<file path="config.mk">
export PLATFORM = sky130hd
export DESIGN_NAME = ternary_weight_dot_product
export DESIGN_NICKNAME = d
export VERILOG_FILES = /design/src/hw/rtl/tw_dot_pkg.sv /design/src/hw/rtl/tw_dot_lanes.sv /design/src/hw/rtl/tw_dot_accum.sv /design/src/hw/rtl/ternary_weight_dot_product.sv
export SDC_FILE = /design/constraint.sdc
export NUM_CORES = 1
export LEC_CHECK = 0
export BUFFER_PORTS_ARGS = -buffer_cell sky130_fd_sc_hd__buf_2
export CORE_UTILIZATION = 40
export DETAILED_ROUTE_END_ITERATION = 10
export GPL_TIMING_DRIVEN = 1
export SETUP_SLACK_MARGIN = 0.1
export SKIP_LAST_GASP = 1
export SLEW_MARGIN = 10
export SYNTH_ARGS = -nofsm -noshare
export SYNTH_HDL_FRONTEND = slang
export SYNTH_HIERARCHICAL = 1
export SYNTH_SLANG_ARGS = --single-unit
</file>
<file path="constraint.sdc">
create_clock -name clk -period 8.6 [get_ports clk]
set_input_delay 2.15 -clock clk [delete_from_list [all_inputs] [get_ports clk]]
set_output_delay 2.15 -clock clk [all_outputs]
set_load 0.1 [all_outputs]
</file>
<file path="src/hw/rtl/tw_dot_pkg.sv">
// Shared types, constants and helpers for the ternary-weight dot product.
// No dependencies; imported by every module under hw/rtl.
`timescale 1ns / 1ps

package tw_dot_pkg;

  localparam int CODES_PER_BYTE = 4;
  localparam int LANE_COUNT     = 4;
  localparam int ACT_W          = 8;
  localparam int CODE_W         = 2;
  localparam int LANES_W        = 3;
  localparam int SUM_W          = 32;
  // Four lanes of +/-128 at most: |sum| <= 512, which needs 11 signed bits.
  localparam int LANE_SUM_W     = 11;

  localparam int LANE_CAP = (CODES_PER_BYTE < LANE_COUNT) ? CODES_PER_BYTE : LANE_COUNT;

  typedef enum logic [CODE_W-1:0] {
    CODE_ZERO  = 2'd0,
    CODE_PLUS  = 2'd1,
    CODE_MINUS = 2'd2,
    CODE_NONE  = 2'd3
  } weight_code_t;

  typedef logic [LANE_COUNT-1:0][ACT_W-1:0] act_vec_t;
  typedef logic [LANE_COUNT*CODE_W-1:0]     code_vec_t;
  typedef logic [LANES_W-1:0]               lanes_t;
  typedef logic signed [LANE_SUM_W-1:0]     lane_sum_t;
  typedef logic signed [SUM_W-1:0]          sum_t;

  // Control that travels with an item from the input register to the accumulator.
  typedef struct packed {
    logic valid;
    logic last;
  } item_ctl_t;

  // Clamp the lane count to what the packed byte can carry.
  function automatic lanes_t lane_limit(input lanes_t lanes_used);
    lanes_t cap;
    cap = LANES_W'(LANE_CAP);
    return (lanes_used > cap) ? cap : lanes_used;
  endfunction

endpackage

</file>
<file path="src/hw/rtl/tw_dot_lanes.sv">
// Lane decode and adder tree: one item's four signed terms summed.
// Depends on tw_dot_pkg.
`timescale 1ns / 1ps

module tw_dot_lanes (
  input  tw_dot_pkg::act_vec_t  acts,
  input  tw_dot_pkg::code_vec_t codes,
  input  tw_dot_pkg::lanes_t    lanes_used,
  output tw_dot_pkg::lane_sum_t lane_sum
);
  import tw_dot_pkg::*;

  lane_sum_t    term [LANE_COUNT];
  lanes_t       lane_count;

  assign lane_count = lane_limit(lanes_used);

  always_comb begin
    for (int i = 0; i < LANE_COUNT; i++) begin
      lane_sum_t    a;
      weight_code_t code;
      a    = LANE_SUM_W'(signed'(acts[i]));
      code = weight_code_t'(codes[i*CODE_W +: CODE_W]);
      term[i] = '0;
      // Drop padding lanes; true product kept, so -(-128) is +128.
      if (LANES_W'(i) < lane_count) begin
        case (code)
          CODE_PLUS:  term[i] = a;
          CODE_MINUS: term[i] = -a;
          default:    term[i] = '0;
        endcase
      end
    end
  end

  always_comb begin
    lane_sum = '0;
    for (int i = 0; i < LANE_COUNT; i++) begin
      lane_sum = lane_sum + term[i];
    end
  end

endmodule

</file>
<file path="src/hw/rtl/tw_dot_accum.sv">
// Running-sum accumulator and result register with valid/ready output.
// Depends on tw_dot_pkg.
`timescale 1ns / 1ps

module tw_dot_accum (
  input  logic                  clk,
  input  logic                  rst,
  input  tw_dot_pkg::item_ctl_t item,
  input  tw_dot_pkg::lane_sum_t lane_sum,
  output logic                  take,
  output logic                  out_valid,
  input  logic                  out_ready,
  output tw_dot_pkg::sum_t      dot_sum
);
  import tw_dot_pkg::*;

  sum_t running_sum;
  sum_t running_sum_next;

  // Non-last items never wait; a last item waits for a free result register.
  assign take = item.valid && (!item.last || !out_valid || out_ready);

  assign running_sum_next = running_sum + SUM_W'(lane_sum);

  always_ff @(posedge clk) begin
    if (rst) begin
      running_sum <= '0;
      out_valid   <= 1'b0;
    end else if (take && item.last) begin
      running_sum <= '0;
      out_valid   <= 1'b1;
    end else begin
      if (take) begin
        running_sum <= running_sum_next;
      end
      if (out_ready) begin
        out_valid <= 1'b0;
      end
    end
  end

  always_ff @(posedge clk) begin
    if (take && item.last) begin
      dot_sum <= running_sum_next;
    end
  end

endmodule

</file>
<file path="src/hw/rtl/ternary_weight_dot_product.sv">
// Ternary-weight dot product: signed 8-bit activations times 2-bit packed weights.
// dot_sum is registered: a last item passes the input register, then the result register.
// Throughput: one item per cycle unless a last item stalls; input register, lane adder tree and one 32-bit add.
// A last item stalls only while a previous result is still held on the output.
// Reset (rst, synchronous, active high) clears both valid flags and the running sum.
// Depends on tw_dot_pkg, tw_dot_lanes and tw_dot_accum.
`timescale 1ns / 1ps

module ternary_weight_dot_product (
  input  logic        clk,
  input  logic        rst,
  input  logic        in_valid,
  output logic        in_ready,
  input  logic [7:0]  act_0,
  input  logic [7:0]  act_1,
  input  logic [7:0]  act_2,
  input  logic [7:0]  act_3,
  input  logic [7:0]  weight_codes,
  input  logic [2:0]  lanes_used,
  input  logic        last_element,
  output logic        out_valid,
  input  logic        out_ready,
  output logic [31:0] dot_sum
);
  import tw_dot_pkg::*;

  // Input register: holds one accepted item until the accumulator takes it.
  item_ctl_t s1_ctl;
  act_vec_t  s1_acts;
  code_vec_t s1_codes;
  lanes_t    s1_lanes;

  lane_sum_t lane_sum;
  sum_t      sum_out;
  logic      take;

  // Accept a new item whenever the input register is empty or drains this cycle.
  assign in_ready = !s1_ctl.valid || take;

  always_ff @(posedge clk) begin
    if (rst) begin
      s1_ctl <= '0;
    end else if (in_ready) begin
      s1_ctl.valid <= in_valid;
      s1_ctl.last  <= last_element;
    end
  end

  // Payload needs no reset; load only on acceptance.
  always_ff @(posedge clk) begin
    if (in_valid && in_ready) begin
      s1_acts  <= {act_3, act_2, act_1, act_0};
      s1_codes <= weight_codes;
      s1_lanes <= lanes_used;
    end
  end

  // Decode the four weight codes and sum the live lanes.
  tw_dot_lanes u_lanes (
    .acts       (s1_acts),
    .codes      (s1_codes),
    .lanes_used (s1_lanes),
    .lane_sum   (lane_sum)
  );

  // Fold into the running sum; on a last item, hand the total to the result register.
  tw_dot_accum u_accum (
    .clk       (clk),
    .rst       (rst),
    .item      (s1_ctl),
    .lane_sum  (lane_sum),
    .take      (take),
    .out_valid (out_valid),
    .out_ready (out_ready),
    .dot_sum   (sum_out)
  );

  assign dot_sum = sum_out;

`ifndef SYNTHESIS
  // A non-last item in the input register never stalls.
  assert property (@(posedge clk) disable iff (rst)
    (s1_ctl.valid && !s1_ctl.last) |-> take)
    else $error("non-last item stalled in input register");

  // A last item taken by the accumulator shows up as a result next cycle.
  assert property (@(posedge clk) disable iff (rst)
    (take && s1_ctl.last) |=> out_valid)
    else $error("last item produced no result");

  // A held result with a waiting last item blocks that item.
  assert property (@(posedge clk) disable iff (rst)
    (out_valid && !out_ready && s1_ctl.valid && s1_ctl.last) |-> !take)
    else $error("result register overwritten while held");

  // Nothing valid right after reset.
  assert property (@(posedge clk)
    rst |=> (!out_valid && !s1_ctl.valid))
    else $error("valid flag set after reset");
`endif

endmodule
</file>
After elaboration in Yosys (flattened, before gate mapping)
Index checks and enable logic that the tools add are counted.

Add/sub/neg operators: 8. $lt $le $gt $ge: 5. Eq/ne operators: 8. Muxes and demuxes: 11. Reduce and logical (&&, ||, !) cells: 11.

Operators with widths (number): $pmux W11 S2 (4); $mux W11 (4); $neg A8 Y11 (4); $add A11 B11 Y11 (3); $add A32 B11 Y32 (1); $eq A2 B1 Y1 const B (4); $eq A2 B2 Y1 const B (4); $lt A1 B3 Y1 const A (2); $lt A2 B3 Y1 const A (2); $gt A3 B3 Y1 const B (1); $logic_and A1 B1 Y1 (3); $logic_not A1 Y1 (3); $logic_or A1 B1 Y1 (3); $mux W3 (1); $mux W1 (2); $reduce_bool A2 Y1 (1); $reduce_or A2 Y1 (1).

Bits in registers: 110. Input bits: 48. Output and inout port bits: 34. Logic and storage cells: 54.

Longest topological paths before layout
Word-level depth: 8. Depth in mapped cells: 29. Mapped depth without buffers: 27.

By module
Netlist, hierarchy kept.

By module, submodules not included: tw_dot_accum (times used 1, cells an instance 415, area an instance 3811.2 um2, sequential area each 1621.6 um2); tw_dot_lanes (times used 1, cells an instance 293, area an instance 2062.0 um2, sequential area each 0.0 um2); ternary_weight_dot_product (times used 1, cells an instance 53, area an instance 1387.6 um2, sequential area each 1331.3 um2).

Worst setup path before layout
No wires, ideal clock.

Path type: register to register. From: register s1_codes[4]. To: register u_accum.running_sum[31]. Library setup time: 116 ps. Arrival: 6943 ps. Required time: 8484 ps. Setup slack: 1541 ps. Cell stages (with the launch flop): 27. Buffers on the path: 2. Clock period less this slack: 7059 ps. Cell sequence: edfxtp_1 inv_1 ha_1 or2_0 clkbuf_1 or3_1 fa_1 fa_1 inv_1 ha_1 a21o_1 a21oi_1 o21ai_0 o41ai_1 o21ai_0 xnor2_1 ha_1 buf_6 a211oi_2 nor2_1 o311a_1 a211o_1 or2_4 a21oi_4 xnor2_1 a211oi_2 a31o_1.

Cells in the longest elaborated chain, start to end: 6. Elaborated cells between the ends (all ways): 7. Those cells by class: 3 x add/sub; 2 x eq/ne; 2 x mux.

Ends and longest elaborated chain: start: declaration (RTL line ternary_weight_dot_product.sv:30) `code_vec_t s1_codes;`; start signal: assignment (RTL line ternary_weight_dot_product.sv:53) `s1_codes <= weight_codes;`; $eq A2 B2 Y1 / $eq A2 B1 Y1 (equally long branches) (RTL line tw_dot_lanes.sv:27) `case (code)`; $pmux W11 S2 * (RTL line tw_dot_lanes.sv:27); $mux W11 * (RTL line tw_dot_lanes.sv:26) `if (LANES_W'(i) < lane_count) begin`; $add A11 B11 Y11 * (2 in a row) (RTL line tw_dot_lanes.sv:39) `lane_sum = lane_sum + term[i];`; named net lane_sum[10] (RTL line ternary_weight_dot_product.sv:33) `lane_sum_t lane_sum;`; $add A32 B11 Y32 * (RTL line tw_dot_accum.sv:23) `assign running_sum_next = running_sum + SUM_W'(lane_sum);`; end signal: assignment (RTL line tw_dot_accum.sv:34) `running_sum <= running_sum_next;`; end: declaration (RTL line tw_dot_accum.sv:17) `sum_t running_sum;`.

Mark *: on every way through the listed nets, which the timed path passes. The rest lies on a longest branch. A chain may end at the register's enable or synchronous reset.

Worst setup path after layout
From: register s1_codes[5]. To: register u_accum.running_sum[31].

Same word-level chain as after synthesis.

==> metrics.md <==
| Metric | Value |
|---|---|
| Total GRT Usage | 18.36% |
| Worst r2r path cells | 26 |
| Startpoint types | flip-flop |
| CTS resizes | 0 |
| Clock sink count | 110 |
| Final ANT Viol Nets | 0 |
| TritonCTS clock tree | built |
| Drt via density | 5.239 |
| Fmax | 139.1 MHz |
| Detailed Place HPWL | 11920 um |
| Clock root cell | clkbuf_16 |
| Final GP Congestion | 0.8366 |
| Register area | 0.002953 sq mm |
| Sequential share of the synthesized area | 40.67% |
| Crit path max-delay family | compound AO/OA/AOI/OAI gates |
| Pins Over Slew Limit | 0 |
| Residual DRC | 0 |
| Multi-input gate area | 0.003980 sq mm |
| Diode count | 0 |
| Post-synth EDFFs | 75 |
| Top cell type's share of synthesized area | 31.02% |
| Critical path class | reg -> reg |
| Worst path bufs/invs | 3 |
| Post-CTS Hold Fix Bufs | 0 |
| Clock Skews | 9.866 ps |
| Height of the chip | 136.7 um |
| Setup TNS | 0 ps |
| Starting Density | 41.40% |
| Status | complete, no violations |
| DR iter-0 viols | 289 |
| Global-route wire length before repair | 26350 um |
| Worst EP arrival | 7440 ps |
| Area contributors post-synth | edfxtp_1, dfxtp_1, ha_1 |
| Ys async rst share | 0% |
| RR Endpoint | u_accum/running_sum[31] |
| Count of final hold-check violations | 0 |
| Fillers | 1700 |
| First drt pass iteration count | 4 |
| Synthesized Nets | 883 |
| H-Tree Depth | 3 |
| Final Cycle Share | 83.57% |
| Worst-path clk slew | 70 ps |
| Pleak | 3.534 nW |
| Layout area overhead | 12.24% |
| Worst vdd ir | 109.1 uV |
| Slew @ Worst Pin | 989.4 ps |
| Worst path required time | 8850 ps |
| Reg-to-Reg Start | s1_codes[5] |
| Class of the worst hold path | reg -> reg |
| Post-synth top area cell | edfxtp_1 |
| Yosys warns | 6 |
| Max Fanout on Critical Path | 15 |
| Synth cell count leaders | nand2_1, a21oi_1, edfxtp_1, nor2_1, inv_1 |
| Area of the die | 0.01870 sq mm |
| Slew headroom | 33.88% |
| FF+latch count, synth | 110 |
| Num CTS Buffers | 9 |
| Total power | 0.001599 W |
| Port bufs | 81 |
| Syn avg cell area | 9.541 sq um |
| Min Tclk post-route | 7187 ps |
| Layout cell share with drive strength beyond 1 | 14.51% |
| Row cnt | 48 |
| Placed Cells | 1043 |
| Most common flop cell mapped by yosys | edfxtp_1 |
| Die width | 136.7 um |
| Setup Buffers After CTS | 0 |
| Cell count after synthesis | 761 |
| Most frequent cell after synthesis | nand2_1 |
| CORE AREA | 0.01754 sq mm |
| Clock Tree Buf Depth | 2 |
| Layout Nets | 951 |
| Crit. End Element | flip-flop |
| Non-filler instance count after layout | 1059 |
| Vias | 5548 |
| CP peak stage delay | 730 ps |
| Worst Hold End | u_accum/running_sum[14] |
| Wire length per cell | 15.32 um |
| Setup violators final | 0 |
| Detailed Route WL | 16230 um |
| Initial antenna violation count | 0 |
| RSZ-0062 raised after global routing | no |
| Number of global-route vias before repair | 5200 |
| Power per cell area | 196.2 mW/mm^2 |
| MaxCap Viol Count | 0 |
| Worst Hold Depth | 2 |
| Reg2reg setup slack | 1410 ps |
| Later-pin clock latency in the skew report | 360 ps |
| Gr ovfl total | 0 |
| Largest net degree at the start of global routing | 44 |
| Post-synthesis cell area | 0.007261 sq mm |
| CP max-delay cell | xnor2_2 |
| I/O pins | 82 |
| Synth cell types | 76 |
| Hold_sp | u_accum/running_sum[14] |
## worst max-delay path by stage
stage | from | to | slack, ps | cells after the start
global placement | s1_codes[5] | u_accum/running_sum[31] | 1620 | 26
floorplan | s1_codes[4] | u_accum/running_sum[31] | 1540 | 26
CTS | s1_codes[5] | u_accum/running_sum[31] | 1410 | 24
global route | s1_codes[4] | u_accum/running_sum[31] | 950 | 27
detailed placement | s1_lanes[1] | u_accum/running_sum[31] | 1520 | 24
finish | s1_codes[5] | u_accum/running_sum[31] | 1410 | 26
## state kept, by name, summed over array words and instances, names as in the netlist
register and count:
s1_codes 8, s1_acts 32, u_accum/dot_sum 32, s1_lanes 3, u_accum/running_sum 32, u_accum/out_valid 1
s1_ctl 2
## where the power goes
part           switching, W  internal [W]  leakage (nW)  total, W
logic              0.000366      0.000187          2.41  0.000553
registers         0.0000247      0.000629         0.994  0.000654
clock network      0.000194      0.000198         0.133  0.000392
total              0.000584       0.00102          3.53   0.00160
## per-stage QoR
| step | setup slack (ps) | hold slack, ps | utilization (%) | area, sq um |
|---|---|---|---|---|
| floorplan | 1541 | 435.6 | - | 7261 |
| global route | 948.3 | 478.2 | 46.47 | 8149 |
| CTS | 1407 | 464.1 | 46.47 | 8149 |
| global placement | 1623 | 445.6 | 44.91 | 7875 |
| detailed placement | 1515 | 453.4 | 44.91 | 7875 |
| finish | 1413 | 463.1 | 46.47 | 8149 |
## final cells by class
cell class / instances / share of cell area (%)
clock buffers: 10 / 2.810
clock inverters: 6 / 0.5527
inverters: 60 / 2.764
multi-input cells: 563 / 48.84
flip-flops and latches: 110 / 36.24
well taps: 225 / 3.455
repair buffers: 85 / 5.343
## cells in the final DEF (no fill, tap or decap), types with 4 or more instances in the layout
master,Yosys,layout
nand2_1,88,88
buf_2,2,81
a21oi_1,79,79
edfxtp_1,75,75
inv_1,58,58
nor2_1,59,57
ha_1,53,53
dfxtp_1,35,35
o21ai_0,30,30
xnor2_1,28,27
a21o_1,25,25
nor3_1,21,21
fa_1,21,21
xor2_1,19,19
nand3_1,13,13
nand2b_1,9,9
clkbuf_16,0,9
a22oi_1,9,9
nor2b_1,8,8
or3_1,7,7
o21ai_1,6,6
nand4_1,6,6
a31oi_1,6,6
o21bai_1,5,5
buf_4,0,4
o31ai_1,4,4
a211o_1,4,4
nand3b_1,4,4
## per-layer routing
| layer | up-vias | GRT usage, % | routed length (um) |
|---|---|---|---|
| li1 | 2829 | - | - |
| met1 | 2589 | 26.73 | 8483 |
| met2 | 120 | 27.81 | 6825 |
| met3 | 10 | 3.333 | 746 |
| met4 | 0 | 4.815 | 172 |
| met5 | - | 0 | 0 |
## tightest hold or removal path, stage by stage (launching register included)
cell,delay [ps]
dfxtp_1,320
nand2_1,50
a21oi_1,50
## cells by family after synthesis
group                    synth area share (%)
AO/OA/AOI/OAI                           17.89
XOR/XNOR                                6.204
adder cells (fa/ha/maj)                 14.92
buffers and inverters                   4.825
flip-flops                              40.67
AND/OR/NAND/NOR                         15.49
(Power assumes the default switching activity.)
